**config.mk**
```make
export PLATFORM = sky130hd
export DESIGN_NAME = utf8_stream_validator_unit_flat
export DESIGN_NICKNAME = d
export VERILOG_FILES = /design/src/hw/rtl/u8v_pkg.sv /design/src/hw/rtl/u8v_req_if.sv /design/src/hw/rtl/u8v_rsp_if.sv /design/src/hw/rtl/u8v_front.sv /design/src/hw/rtl/u8v_queue.sv /design/src/hw/rtl/u8v_back.sv /design/src/hw/rtl/utf8_stream_validator_unit.sv /design/src/flat_wrapper.sv
export SDC_FILE = /design/constraint.sdc
export NUM_CORES = 1
export LEC_CHECK = 0
export ABC_AREA = 0
export BUFFER_PORTS_ARGS = -buffer_cell sky130_fd_sc_hd__buf_4
export CORE_ASPECT_RATIO = 0.9
export CORE_MARGIN = 1
export CORE_UTILIZATION = 45
export DETAILED_ROUTE_END_ITERATION = 10
export PLACE_DENSITY_LB_ADDON = 0.12
export SLEW_MARGIN = 20
export SYNTH_ARGS = -nofsm -noshare
export SYNTH_HDL_FRONTEND = slang
export SYNTH_SLANG_ARGS = --single-unit
```
**constraint.sdc**
```tcl
create_clock -name clock -period 3.2 [get_ports clock]
set_input_delay 0.32 -clock clock [delete_from_list [all_inputs] [get_ports clock]]
set_output_delay 0.32 -clock clock [all_outputs]
set_load 0.01 [all_outputs]
```
**src/hw/rtl/u8v_pkg.sv**
```systemverilog
// Shared types, constants and helpers for the UTF-8 stream validator.
`default_nettype none

package u8v_pkg;

   // Field widths
   localparam int BYTE_W  = 8;
   localparam int CODE_W  = 21;
   localparam int PEND_W  = 2;
   localparam int CLASS_W = 2;
   localparam int BITS_W  = 6;

   // Queue between the classifier and the sequence tracker
   localparam int QUEUE_DEPTH = 4;
   localparam int PTR_W       = $clog2(QUEUE_DEPTH);
   localparam int COUNT_W     = $clog2(QUEUE_DEPTH + 1);

   // Byte ranges and masks
   localparam logic [BYTE_W-1:0] ASCII_LIMIT = 8'h80;
   localparam logic [BYTE_W-1:0] CONT_MASK   = 8'hc0;
   localparam logic [BYTE_W-1:0] CONT_TAG    = 8'h80;
   localparam logic [BYTE_W-1:0] LEAD2_LO    = 8'hc2;
   localparam logic [BYTE_W-1:0] LEAD2_HI    = 8'hdf;
   localparam logic [BYTE_W-1:0] LEAD3_LO    = 8'he0;
   localparam logic [BYTE_W-1:0] LEAD3_HI    = 8'hef;
   localparam logic [BYTE_W-1:0] LEAD4_LO    = 8'hf0;
   localparam logic [BYTE_W-1:0] LEAD4_HI    = 8'hf4;
   localparam logic [BYTE_W-1:0] LEAD2_MASK  = 8'h1f;
   localparam logic [BYTE_W-1:0] LEAD3_MASK  = 8'h0f;
   localparam logic [BYTE_W-1:0] LEAD4_MASK  = 8'h07;
   localparam logic [BYTE_W-1:0] CONT_BITS   = 8'h3f;

   // Code point limits
   localparam logic [CODE_W-1:0] MIN_CLASS2 = 21'h000080;
   localparam logic [CODE_W-1:0] MIN_CLASS3 = 21'h000800;
   localparam logic [CODE_W-1:0] MIN_CLASS4 = 21'h010000;
   localparam logic [CODE_W-1:0] MAX_CODE   = 21'h10ffff;
   localparam logic [CODE_W-1:0] SURR_LO    = 21'h00d800;
   localparam logic [CODE_W-1:0] SURR_HI    = 21'h00dfff;

   // Lead classes
   localparam logic [CLASS_W-1:0] CLASS_NONE = 2'd0;
   localparam logic [CLASS_W-1:0] CLASS_TWO  = 2'd1;
   localparam logic [CLASS_W-1:0] CLASS_THREE = 2'd2;
   localparam logic [CLASS_W-1:0] CLASS_FOUR = 2'd3;

   // Byte kinds as decoded by the classifier
   typedef enum logic [2:0] {
      KIND_TERM,
      KIND_ASCII,
      KIND_CONT,
      KIND_LEAD2,
      KIND_LEAD3,
      KIND_LEAD4,
      KIND_BAD
   } kind_type;

   typedef struct packed {
      kind_type            kind;
      logic [BITS_W-1:0]   bits;
   } entry_type;

   // Smallest code point a sequence of the given class may encode
   function automatic logic [CODE_W-1:0] class_minimum(input logic [CLASS_W-1:0] cls);
      logic [CODE_W-1:0] result;
      case (cls)
         CLASS_TWO:   result = MIN_CLASS2;
         CLASS_THREE: result = MIN_CLASS3;
         default:     result = MIN_CLASS4;
      endcase
      return result;
   endfunction

   // Finished code point is in range for its class and not a surrogate
   function automatic logic code_ok(input logic [CODE_W-1:0] code,
                                    input logic [CLASS_W-1:0] cls);
      return (code >= class_minimum(cls)) && (code <= MAX_CODE) &&
             ((code < SURR_LO) || (code > SURR_HI));
   endfunction

endpackage

`default_nettype wire

```
**src/hw/rtl/u8v_req_if.sv**
```systemverilog
// Request channel: one string byte per request.
`default_nettype none

interface u8v_req_if;
   logic                         valid;
   logic                         ready;
   logic [u8v_pkg::BYTE_W-1:0]   in_byte;

   modport source (output valid, output in_byte, input ready);
   modport sink   (input valid, input in_byte, output ready);
endinterface

`default_nettype wire

```
**src/hw/rtl/u8v_rsp_if.sv**
```systemverilog
// Response channel: one verdict per terminated string.
`default_nettype none

interface u8v_rsp_if;
   logic valid;
   logic ready;
   logic string_valid;

   modport source (output valid, output string_valid, input ready);
   modport sink   (input valid, input string_valid, output ready);
endinterface

`default_nettype wire

```
**src/hw/rtl/u8v_front.sv**
```systemverilog
// Front end: accepts request bytes and classifies them into queue entries.
`default_nettype none

module u8v_front (
   u8v_req_if.sink                  req_bus,
   output logic                     push_valid,
   output u8v_pkg::entry_type       push_entry,
   input  logic                     push_ready
);

   logic [u8v_pkg::BYTE_W-1:0] b;

   assign b = req_bus.in_byte;

   // Pass the handshake straight to the queue
   assign req_bus.ready = push_ready;
   assign push_valid    = req_bus.valid;

   // Decode the byte kind and keep its payload bits
   always_comb begin
      push_entry.kind = u8v_pkg::KIND_BAD;
      push_entry.bits = '0;
      if (b == '0) begin
         push_entry.kind = u8v_pkg::KIND_TERM;
      end else if (b < u8v_pkg::ASCII_LIMIT) begin
         push_entry.kind = u8v_pkg::KIND_ASCII;
      end else if ((b & u8v_pkg::CONT_MASK) == u8v_pkg::CONT_TAG) begin
         push_entry.kind = u8v_pkg::KIND_CONT;
         push_entry.bits = u8v_pkg::BITS_W'(b & u8v_pkg::CONT_BITS);
      end else if (b >= u8v_pkg::LEAD2_LO && b <= u8v_pkg::LEAD2_HI) begin
         push_entry.kind = u8v_pkg::KIND_LEAD2;
         push_entry.bits = u8v_pkg::BITS_W'(b & u8v_pkg::LEAD2_MASK);
      end else if (b >= u8v_pkg::LEAD3_LO && b <= u8v_pkg::LEAD3_HI) begin
         push_entry.kind = u8v_pkg::KIND_LEAD3;
         push_entry.bits = u8v_pkg::BITS_W'(b & u8v_pkg::LEAD3_MASK);
      end else if (b >= u8v_pkg::LEAD4_LO && b <= u8v_pkg::LEAD4_HI) begin
         push_entry.kind = u8v_pkg::KIND_LEAD4;
         push_entry.bits = u8v_pkg::BITS_W'(b & u8v_pkg::LEAD4_MASK);
      end
   end

endmodule

`default_nettype wire

```
**src/hw/rtl/u8v_queue.sv**
```systemverilog
// Short FIFO of classified bytes between the front end and the tracker.
`default_nettype none

module u8v_queue (
   input  logic                     clock,
   input  logic                     reset,
   input  logic                     push_valid,
   input  u8v_pkg::entry_type       push_entry,
   output logic                     push_ready,
   output logic                     head_valid,
   output u8v_pkg::entry_type       head_entry,
   input  logic                     pop
);

   localparam logic [u8v_pkg::COUNT_W-1:0] FULL = u8v_pkg::COUNT_W'(u8v_pkg::QUEUE_DEPTH);
   localparam logic [u8v_pkg::PTR_W-1:0]   LAST = u8v_pkg::PTR_W'(u8v_pkg::QUEUE_DEPTH - 1);

   u8v_pkg::entry_type               slot_ff [u8v_pkg::QUEUE_DEPTH];
   logic [u8v_pkg::PTR_W-1:0]        wr_ptr_ff, wr_ptr_in;
   logic [u8v_pkg::PTR_W-1:0]        rd_ptr_ff, rd_ptr_in;
   logic [u8v_pkg::COUNT_W-1:0]      count_ff, count_in;
   logic                             push;

   assign push_ready = (count_ff != FULL);
   assign push       = push_valid && push_ready;
   assign head_valid = (count_ff != '0);
   assign head_entry = slot_ff[rd_ptr_ff];

   // Advance pointers and occupancy
   always_comb begin
      wr_ptr_in = wr_ptr_ff;
      rd_ptr_in = rd_ptr_ff;
      count_in  = count_ff;
      if (push) begin
         wr_ptr_in = (wr_ptr_ff == LAST) ? '0 : wr_ptr_ff + 1'b1;
      end
      if (pop) begin
         rd_ptr_in = (rd_ptr_ff == LAST) ? '0 : rd_ptr_ff + 1'b1;
      end
      if (push && !pop) begin
         count_in = count_ff + 1'b1;
      end else if (pop && !push) begin
         count_in = count_ff - 1'b1;
      end
   end

   always_ff @(posedge clock) begin
      if (reset) begin
         wr_ptr_ff <= '0;
         rd_ptr_ff <= '0;
         count_ff  <= '0;
      end else begin
         wr_ptr_ff <= wr_ptr_in;
         rd_ptr_ff <= rd_ptr_in;
         count_ff  <= count_in;
      end
   end

   // Store the pushed entry
   always_ff @(posedge clock) begin
      if (push) begin
         slot_ff[wr_ptr_ff] <= push_entry;
      end
   end

   a_count_bound: assert property (@(posedge clock) disable iff (reset)
      count_ff <= FULL)
      else $error("queue occupancy above depth");

   a_pop_nonempty: assert property (@(posedge clock) disable iff (reset)
      pop |-> count_ff != '0)
      else $error("pop from empty queue");

   a_push_grows: assert property (@(posedge clock) disable iff (reset)
      (push && !pop) |=> count_ff == $past(count_ff) + 1'b1)
      else $error("queue count did not grow on push");

endmodule

`default_nettype wire

```
**src/hw/rtl/u8v_back.sv**
```systemverilog
// Back end: tracks the UTF-8 sequence state and registers the verdict.
`default_nettype none

module u8v_back (
   input  logic                     clock,
   input  logic                     reset,
   input  logic                     head_valid,
   input  u8v_pkg::entry_type       head_entry,
   output logic                     pop,
   u8v_rsp_if.source                rsp_bus
);

   logic [u8v_pkg::PEND_W-1:0]  pending_ff, pending_in;
   logic [u8v_pkg::CODE_W-1:0]  partial_ff, partial_in;
   logic [u8v_pkg::CLASS_W-1:0] lead_class_ff, lead_class_in;
   logic                        failed_ff, failed_in;
   logic                        rsp_valid_ff, rsp_valid_in;
   logic                        rsp_ok_ff, rsp_ok_in;
   logic                        out_free;
   logic                        is_term;
   logic [u8v_pkg::CODE_W-1:0]  code_next;

   assign out_free  = !rsp_valid_ff || rsp_bus.ready;
   assign is_term   = (head_entry.kind == u8v_pkg::KIND_TERM);
   // A terminator needs a free output slot; other bytes never stall
   assign pop       = head_valid && (!is_term || out_free);
   assign code_next = {partial_ff[u8v_pkg::CODE_W-u8v_pkg::BITS_W-1:0], head_entry.bits};

   assign rsp_bus.valid        = rsp_valid_ff;
   assign rsp_bus.string_valid = rsp_ok_ff;

   // Sequence state update for the popped byte
   always_comb begin
      pending_in    = pending_ff;
      partial_in    = partial_ff;
      lead_class_in = lead_class_ff;
      failed_in     = failed_ff;
      rsp_valid_in  = rsp_bus.ready ? 1'b0 : rsp_valid_ff;
      rsp_ok_in     = rsp_ok_ff;
      if (pop) begin
         if (is_term) begin
            rsp_valid_in  = 1'b1;
            rsp_ok_in     = !failed_ff && (pending_ff == '0);
            pending_in    = '0;
            partial_in    = '0;
            lead_class_in = u8v_pkg::CLASS_NONE;
            failed_in     = 1'b0;
         end else if (failed_ff) begin
            // drop bytes until the terminator
         end else if (pending_ff != '0) begin
            if (head_entry.kind != u8v_pkg::KIND_CONT) begin
               failed_in  = 1'b1;
               pending_in = '0;
            end else begin
               partial_in = code_next;
               pending_in = pending_ff - 1'b1;
               if (pending_ff == 2'd1) begin
                  failed_in     = !u8v_pkg::code_ok(code_next, lead_class_ff);
                  partial_in    = '0;
                  lead_class_in = u8v_pkg::CLASS_NONE;
               end
            end
         end else begin
            unique case (head_entry.kind)
               u8v_pkg::KIND_ASCII: begin
               end
               u8v_pkg::KIND_LEAD2: begin
                  partial_in    = u8v_pkg::CODE_W'(head_entry.bits);
                  lead_class_in = u8v_pkg::CLASS_TWO;
                  pending_in    = 2'd1;
               end
               u8v_pkg::KIND_LEAD3: begin
                  partial_in    = u8v_pkg::CODE_W'(head_entry.bits);
                  lead_class_in = u8v_pkg::CLASS_THREE;
                  pending_in    = 2'd2;
               end
               u8v_pkg::KIND_LEAD4: begin
                  partial_in    = u8v_pkg::CODE_W'(head_entry.bits);
                  lead_class_in = u8v_pkg::CLASS_FOUR;
                  pending_in    = 2'd3;
               end
               default: begin
                  failed_in = 1'b1;
               end
            endcase
         end
      end
   end

   always_ff @(posedge clock) begin
      if (reset) begin
         pending_ff    <= '0;
         partial_ff    <= '0;
         lead_class_ff <= u8v_pkg::CLASS_NONE;
         failed_ff     <= 1'b0;
         rsp_valid_ff  <= 1'b0;
      end else begin
         pending_ff    <= pending_in;
         partial_ff    <= partial_in;
         lead_class_ff <= lead_class_in;
         failed_ff     <= failed_in;
         rsp_valid_ff  <= rsp_valid_in;
      end
   end

   // Verdict payload
   always_ff @(posedge clock) begin
      rsp_ok_ff <= rsp_ok_in;
   end

   a_failed_idle: assert property (@(posedge clock) disable iff (reset)
      failed_ff |-> pending_ff == '0)
      else $error("pending bytes while failed");

   a_pending_class: assert property (@(posedge clock) disable iff (reset)
      (pending_ff != '0) |-> (lead_class_ff != u8v_pkg::CLASS_NONE &&
                              pending_ff <= lead_class_ff))
      else $error("pending count exceeds lead class");

   a_term_clears: assert property (@(posedge clock) disable iff (reset)
      (pop && is_term) |=> (pending_ff == '0 && !failed_ff && rsp_valid_ff))
      else $error("terminator did not clear state and post verdict");

endmodule

`default_nettype wire

```
**src/hw/rtl/utf8_stream_validator_unit.sv**
```systemverilog
// Top level of the UTF-8 stream validator.
`default_nettype none

// Strict UTF-8 checker for zero-terminated strings, one byte per request.
// A zero byte ends the string and yields one response whose string_valid is
// 1 when every sequence was well formed (legal lead, 10xxxxxx continuations,
// not overlong, not a surrogate, not above 10FFFF) and no sequence was cut
// short; other bytes yield no response. The block takes one byte per clock
// while the queue has room: the classifier decodes each byte as it is
// accepted and writes it into a four-entry queue, and the sequence tracker
// retires one queue entry per clock. A verdict is registered after the
// tracker pops its terminator. Only a terminator waits on the response
// register, so a stalled response holds back the tracker solely when the
// next verdict is due, while the queue goes on taking bytes until it fills.
module utf8_stream_validator_unit (
   input  wire          clock,
   input  wire          reset,
   u8v_req_if.sink      req_bus,
   u8v_rsp_if.source    rsp_bus
);

   logic                  push_valid;
   logic                  push_ready;
   u8v_pkg::entry_type    push_entry;
   logic                  head_valid;
   u8v_pkg::entry_type    head_entry;
   logic                  pop;

   u8v_front u_front (
      .req_bus    (req_bus),
      .push_valid (push_valid),
      .push_entry (push_entry),
      .push_ready (push_ready)
   );

   u8v_queue u_queue (
      .clock      (clock),
      .reset      (reset),
      .push_valid (push_valid),
      .push_entry (push_entry),
      .push_ready (push_ready),
      .head_valid (head_valid),
      .head_entry (head_entry),
      .pop        (pop)
   );

   u8v_back u_back (
      .clock      (clock),
      .reset      (reset),
      .head_valid (head_valid),
      .head_entry (head_entry),
      .pop        (pop),
      .rsp_bus    (rsp_bus)
   );

endmodule

`default_nettype wire
```
**src/flat_wrapper.sv**
```systemverilog
// flat-port wrapper written by rule: the top's interface ports become plain ports
module utf8_stream_validator_unit_flat 
  (clock, reset, req_bus_valid, req_bus_in_byte, req_bus_ready, rsp_bus_valid, rsp_bus_string_valid, rsp_bus_ready);
  u8v_req_if req_bus_i ();
  u8v_rsp_if rsp_bus_i ();
  input  wire clock;
  input  wire reset;
  input wire logic [$bits(req_bus_i.valid)-1:0] req_bus_valid;
  input wire logic [$bits(req_bus_i.in_byte)-1:0] req_bus_in_byte;
  output wire logic [$bits(req_bus_i.ready)-1:0] req_bus_ready;
  output wire logic [$bits(rsp_bus_i.valid)-1:0] rsp_bus_valid;
  output wire logic [$bits(rsp_bus_i.string_valid)-1:0] rsp_bus_string_valid;
  input wire logic [$bits(rsp_bus_i.ready)-1:0] rsp_bus_ready;
  assign req_bus_i.valid = req_bus_valid;
  assign req_bus_i.in_byte = req_bus_in_byte;
  assign req_bus_ready = req_bus_i.ready;
  assign rsp_bus_valid = rsp_bus_i.valid;
  assign rsp_bus_string_valid = rsp_bus_i.string_valid;
  assign rsp_bus_i.ready = rsp_bus_ready;
  utf8_stream_validator_unit u_core (.clock(clock), .reset(reset), .req_bus(req_bus_i), .rsp_bus(rsp_bus_i));
endmodule
```
==> metrics.csv <==
stage,metric,value,unit
status,outcome,finished clean,
floorplanning,die-area,7590,µm²
setup_path,r2r_slack,0.21,ns
timing,finalSetupViolations,0,
power_and_ir_drop,p_per_area,866,nW/µm²
synthesis,synth-main-ff-cell,edfxtp_1,
timing,tightest_slew,0.696,ns
min_path,hp-class,in2reg,
setup_path,path_class,reg2reg,
synthesis,synth_nets,298,
min_path,whs_path_depth,3,
setup_path,cp.required,3.47,ns
setup_path,cp_max_fo,4,
clock_tree,path_clk_slew,0.07,ns
floorplanning,ios,15,
timing,fin_crit,2.99,ns
synthesis,synth_top_family_by_area,simple AND/OR/NAND/NOR gates,
timing,maxSlewHeadroom,0.533,
timing,finClkSkew,0.00819,ns
power_and_ir_drop,power.leakage,1.42,nW
synthesis,syn_area,3260,µm²
clock_tree,cts_root_buffer,clkbuf_8,
grt,grt_pass1_wl,9380,µm
clock_tree,cts_buffers,9,
placed_design,port_buffers,14,
final_layout,final_common_cell,edfxtp_1,
final_layout,insertedDiodeCount,0,
timing,setup_tns,0,ns
final_layout,fillers,643,
synthesis,synth_edf_count,37,
final_layout,flow.area_growth_from_synthesis,12.2,%
power_and_ir_drop,total_power,3.17,mW
final_layout,drive_gt1_frac,0.135,
flow_run,max-cap-violations,0,
timing,max_freq,334,MHz
clock_tree,cts_tree,done,
detailed_routing,remaining_drc_errors,0,
clock_tree,ctsHtreeMaxLevel,3,
synthesis,yosysWarnings,0,
floorplanning,core,7040,µm²
min_path,whs_endpoint,u_core.u_back.rsp_bus.valid,
setup_path,r2r_cells,10,
clock_tree,ctsResizeCount,0,
setup_path,start_kind,flop,
synthesis,syn_area_per_cell,12.0,µm²
grt,grtUsageTotal,0.165,
setup_path,rr_endpoint,u_core.u_queue.count_ff[2],
synthesis,async_flop_share,0,
synthesis,yosys_register_bits,67,
timing,final_max_slew_viol_count,0,
grt,grt_pass1_vias,2017,
clock_tree,clkLatencyLatePin,0.33,ns
floorplanning,fp-row-count,29,
detailed_routing,wl,5590,µm
timing,fin_crit_sh,0.934,
synthesis,synthAdderAreaFrac,0.0560,
detailed_routing,wl_per_cell,14.3,µm
grt,grt-ovfl-total,0,
synthesis,synth_compound_area_frac,0.0602,
floorplanning,start_util,0.463,
placed_design,dp_hpwl,4090,µm
synthesis,ys_types,45,
clock_tree,hold_buffers,0,
min_path,min_from,rsp_bus_ready,
synthesis,ys_seq_area_frac,0.525,
detailed_routing,first_iter_violations,77,
clock_tree,clockBufferDepth,2,
final_layout,final_cell_mix,"edfxtp_1, dfxtp_1, mux2i_1",
detailed_routing,viasPerCell,5.22,
detailed_routing,postRouteAntennaNets,0,
synthesis,synthXorXnorAreaFrac,0.00537,
setup_path,cp-end-kind,flop,
final_layout,final_nets,318,
clock_tree,clock_sinks,67,
synthesis,syn_inst,272,
power_and_ir_drop,peakVddDrop,0.382,mV
floorplanning,die_h,82.8,µm
clock_tree,cts_setup_buffers,0,
floorplanning,die_width,91.7,µm
timing,rsz0062_at_grt,false,
detailed_routing,vias,2036,
synthesis,synth_simple_gate_area_frac,0.170,
detailed_routing,drt_first_pass_iters,4,
timing,hold_viol,0,
grt,antenna_found_initial,0,
grt,grt_max_degree,34,
synthesis,synth_mux_area_frac,0.143,
setup_path,crit_arrival,3.26,ns
placed_design,place_congestion,0.746,
[registers in the layout, summed over array words and instances (netlist names), named ones only]
register / flops
u_core.u_back.failed_ff: 1
u_core.u_back.lead_class_ff: 2
u_core.u_back.partial_ff: 15
u_core.u_back.pending_ff: 2
u_core.u_back.rsp_bus.string_valid: 1
u_core.u_back.rsp_bus.valid: 1
u_core.u_queue.count_ff: 3
u_core.u_queue.rd_ptr_ff: 2
u_core.u_queue.slot_ff: 36
u_core.u_queue.wr_ptr_ff: 2
[logic make-up after synthesis]
family                   count (synthesis)
XOR/XNOR                                 2
AO/OA/AOI/OAI                           28
multiplexers                            33
buffers and inverters                   25
AND/OR/NAND/NOR                        103
flip-flops                              67
adder cells (fa/ha/maj)                 14
[area by class of cell]
type	count	area [µm²]	area share
Sequential cell	67	1710	0.468
Multi-Input combinational cell	180	1420	0.387
Timing Repair Buffer	20	150	0.0410
Clock buffer	11	131	0.0359
Tap cell	93	116	0.0318
Clock inverter	5	78.8	0.0215
Inverter	14	52.6	0.0144
[metrics by stage]
| step | instance area, µm² | util | instances | hold slack (ns) | worst slack (ns) |
|---|---|---|---|---|---|
| after detailed placement | 3450 | 0.490 | 374 | 0.473 | 0.205 |
| after CTS | 3660 | 0.520 | 390 | 0.308 | 0.175 |
| after global routing | 3660 | 0.520 | 390 | 0.325 | 0.0529 |
| after global placement | 3450 | 0.490 | 374 | 0.464 | 0.260 |
| after floorplan | 3260 | - | 272 | 0.444 | 0.0770 |
| final | 3660 | 0.520 | 390 | 0.327 | 0.210 |
[cell usage after synthesis (2+ instances only)]
master    instances  area, µm²
a21boi_0          2       15.0
a21oi_1           6       30.0
nor4bb_1          2       20.0
dfxtp_1          30        601
o21ai_0           7       35.0
buf_6             3       33.8
mux4_1            6        158
nand2b_1         23        144
or3_1             3       18.8
inv_1            14       52.6
nor4_1            4       25.0
a31oi_1           2       12.5
clkbuf_1          7       26.3
nor2_1           21       78.8
mux2i_1          24        240
nor2b_1           3       18.8
edfxtp_1         37       1110
ha_1             13        163
xor2_1            2       17.5
or4_1             2       15.0
mux4_2            3       67.6
nand2_1          22       82.6
and3_1            5       31.3
o21a_1            2       15.0
and2_1            5       31.3
nor3_1            5       25.0
[power breakdown]
group / leakage (nW) / switching [mW] / total, mW / internal, mW
Combinational: 0.738 / 0.650 / 1.24 / 0.591
Sequential: 0.589 / 0.115 / 1.19 / 1.07
Clock: 0.0972 / 0.301 / 0.738 / 0.437
Total: 1.42 / 1.07 / 3.17 / 2.10
[per-layer routing]
layer	vias to the layer above	GRT usage	wire, µm
li1	1028	-	-
met1	970	0.197	2610
met2	34	0.280	2740
met3	4	0.0574	192
met4	0	0.0609	44
met5	-	0	0
[worst max path at each step]
stage / slack [ns] / to / cells after the start
floorplan: 0.08 / u_core.u_queue.count_ff[2] / 13
global placement: 0.26 / u_core.u_queue.count_ff[2] / 10
detailed placement: 0.21 / u_core.u_queue.count_ff[2] / 10
CTS: 0.17 / u_core.u_queue.count_ff[2] / 10
global route: 0.05 / u_core.u_queue.count_ff[2] / 10
finish: 0.21 / u_core.u_queue.count_ff[2] / 10
[worst max-delay path, cell delays in order, from the launching register on]
cell and delay [ns]:
dfxtp_1 0.44, mux4_2 0.55, or4_1 0.52, and2_1 0.18, inv_1 0.05, ha_1 0.16, inv_1 0.06, fa_1 0.37
xor2_1 0.15, or3_1 0.30, a21oi_1 0.14
Power figures use the tool's default switching activity.
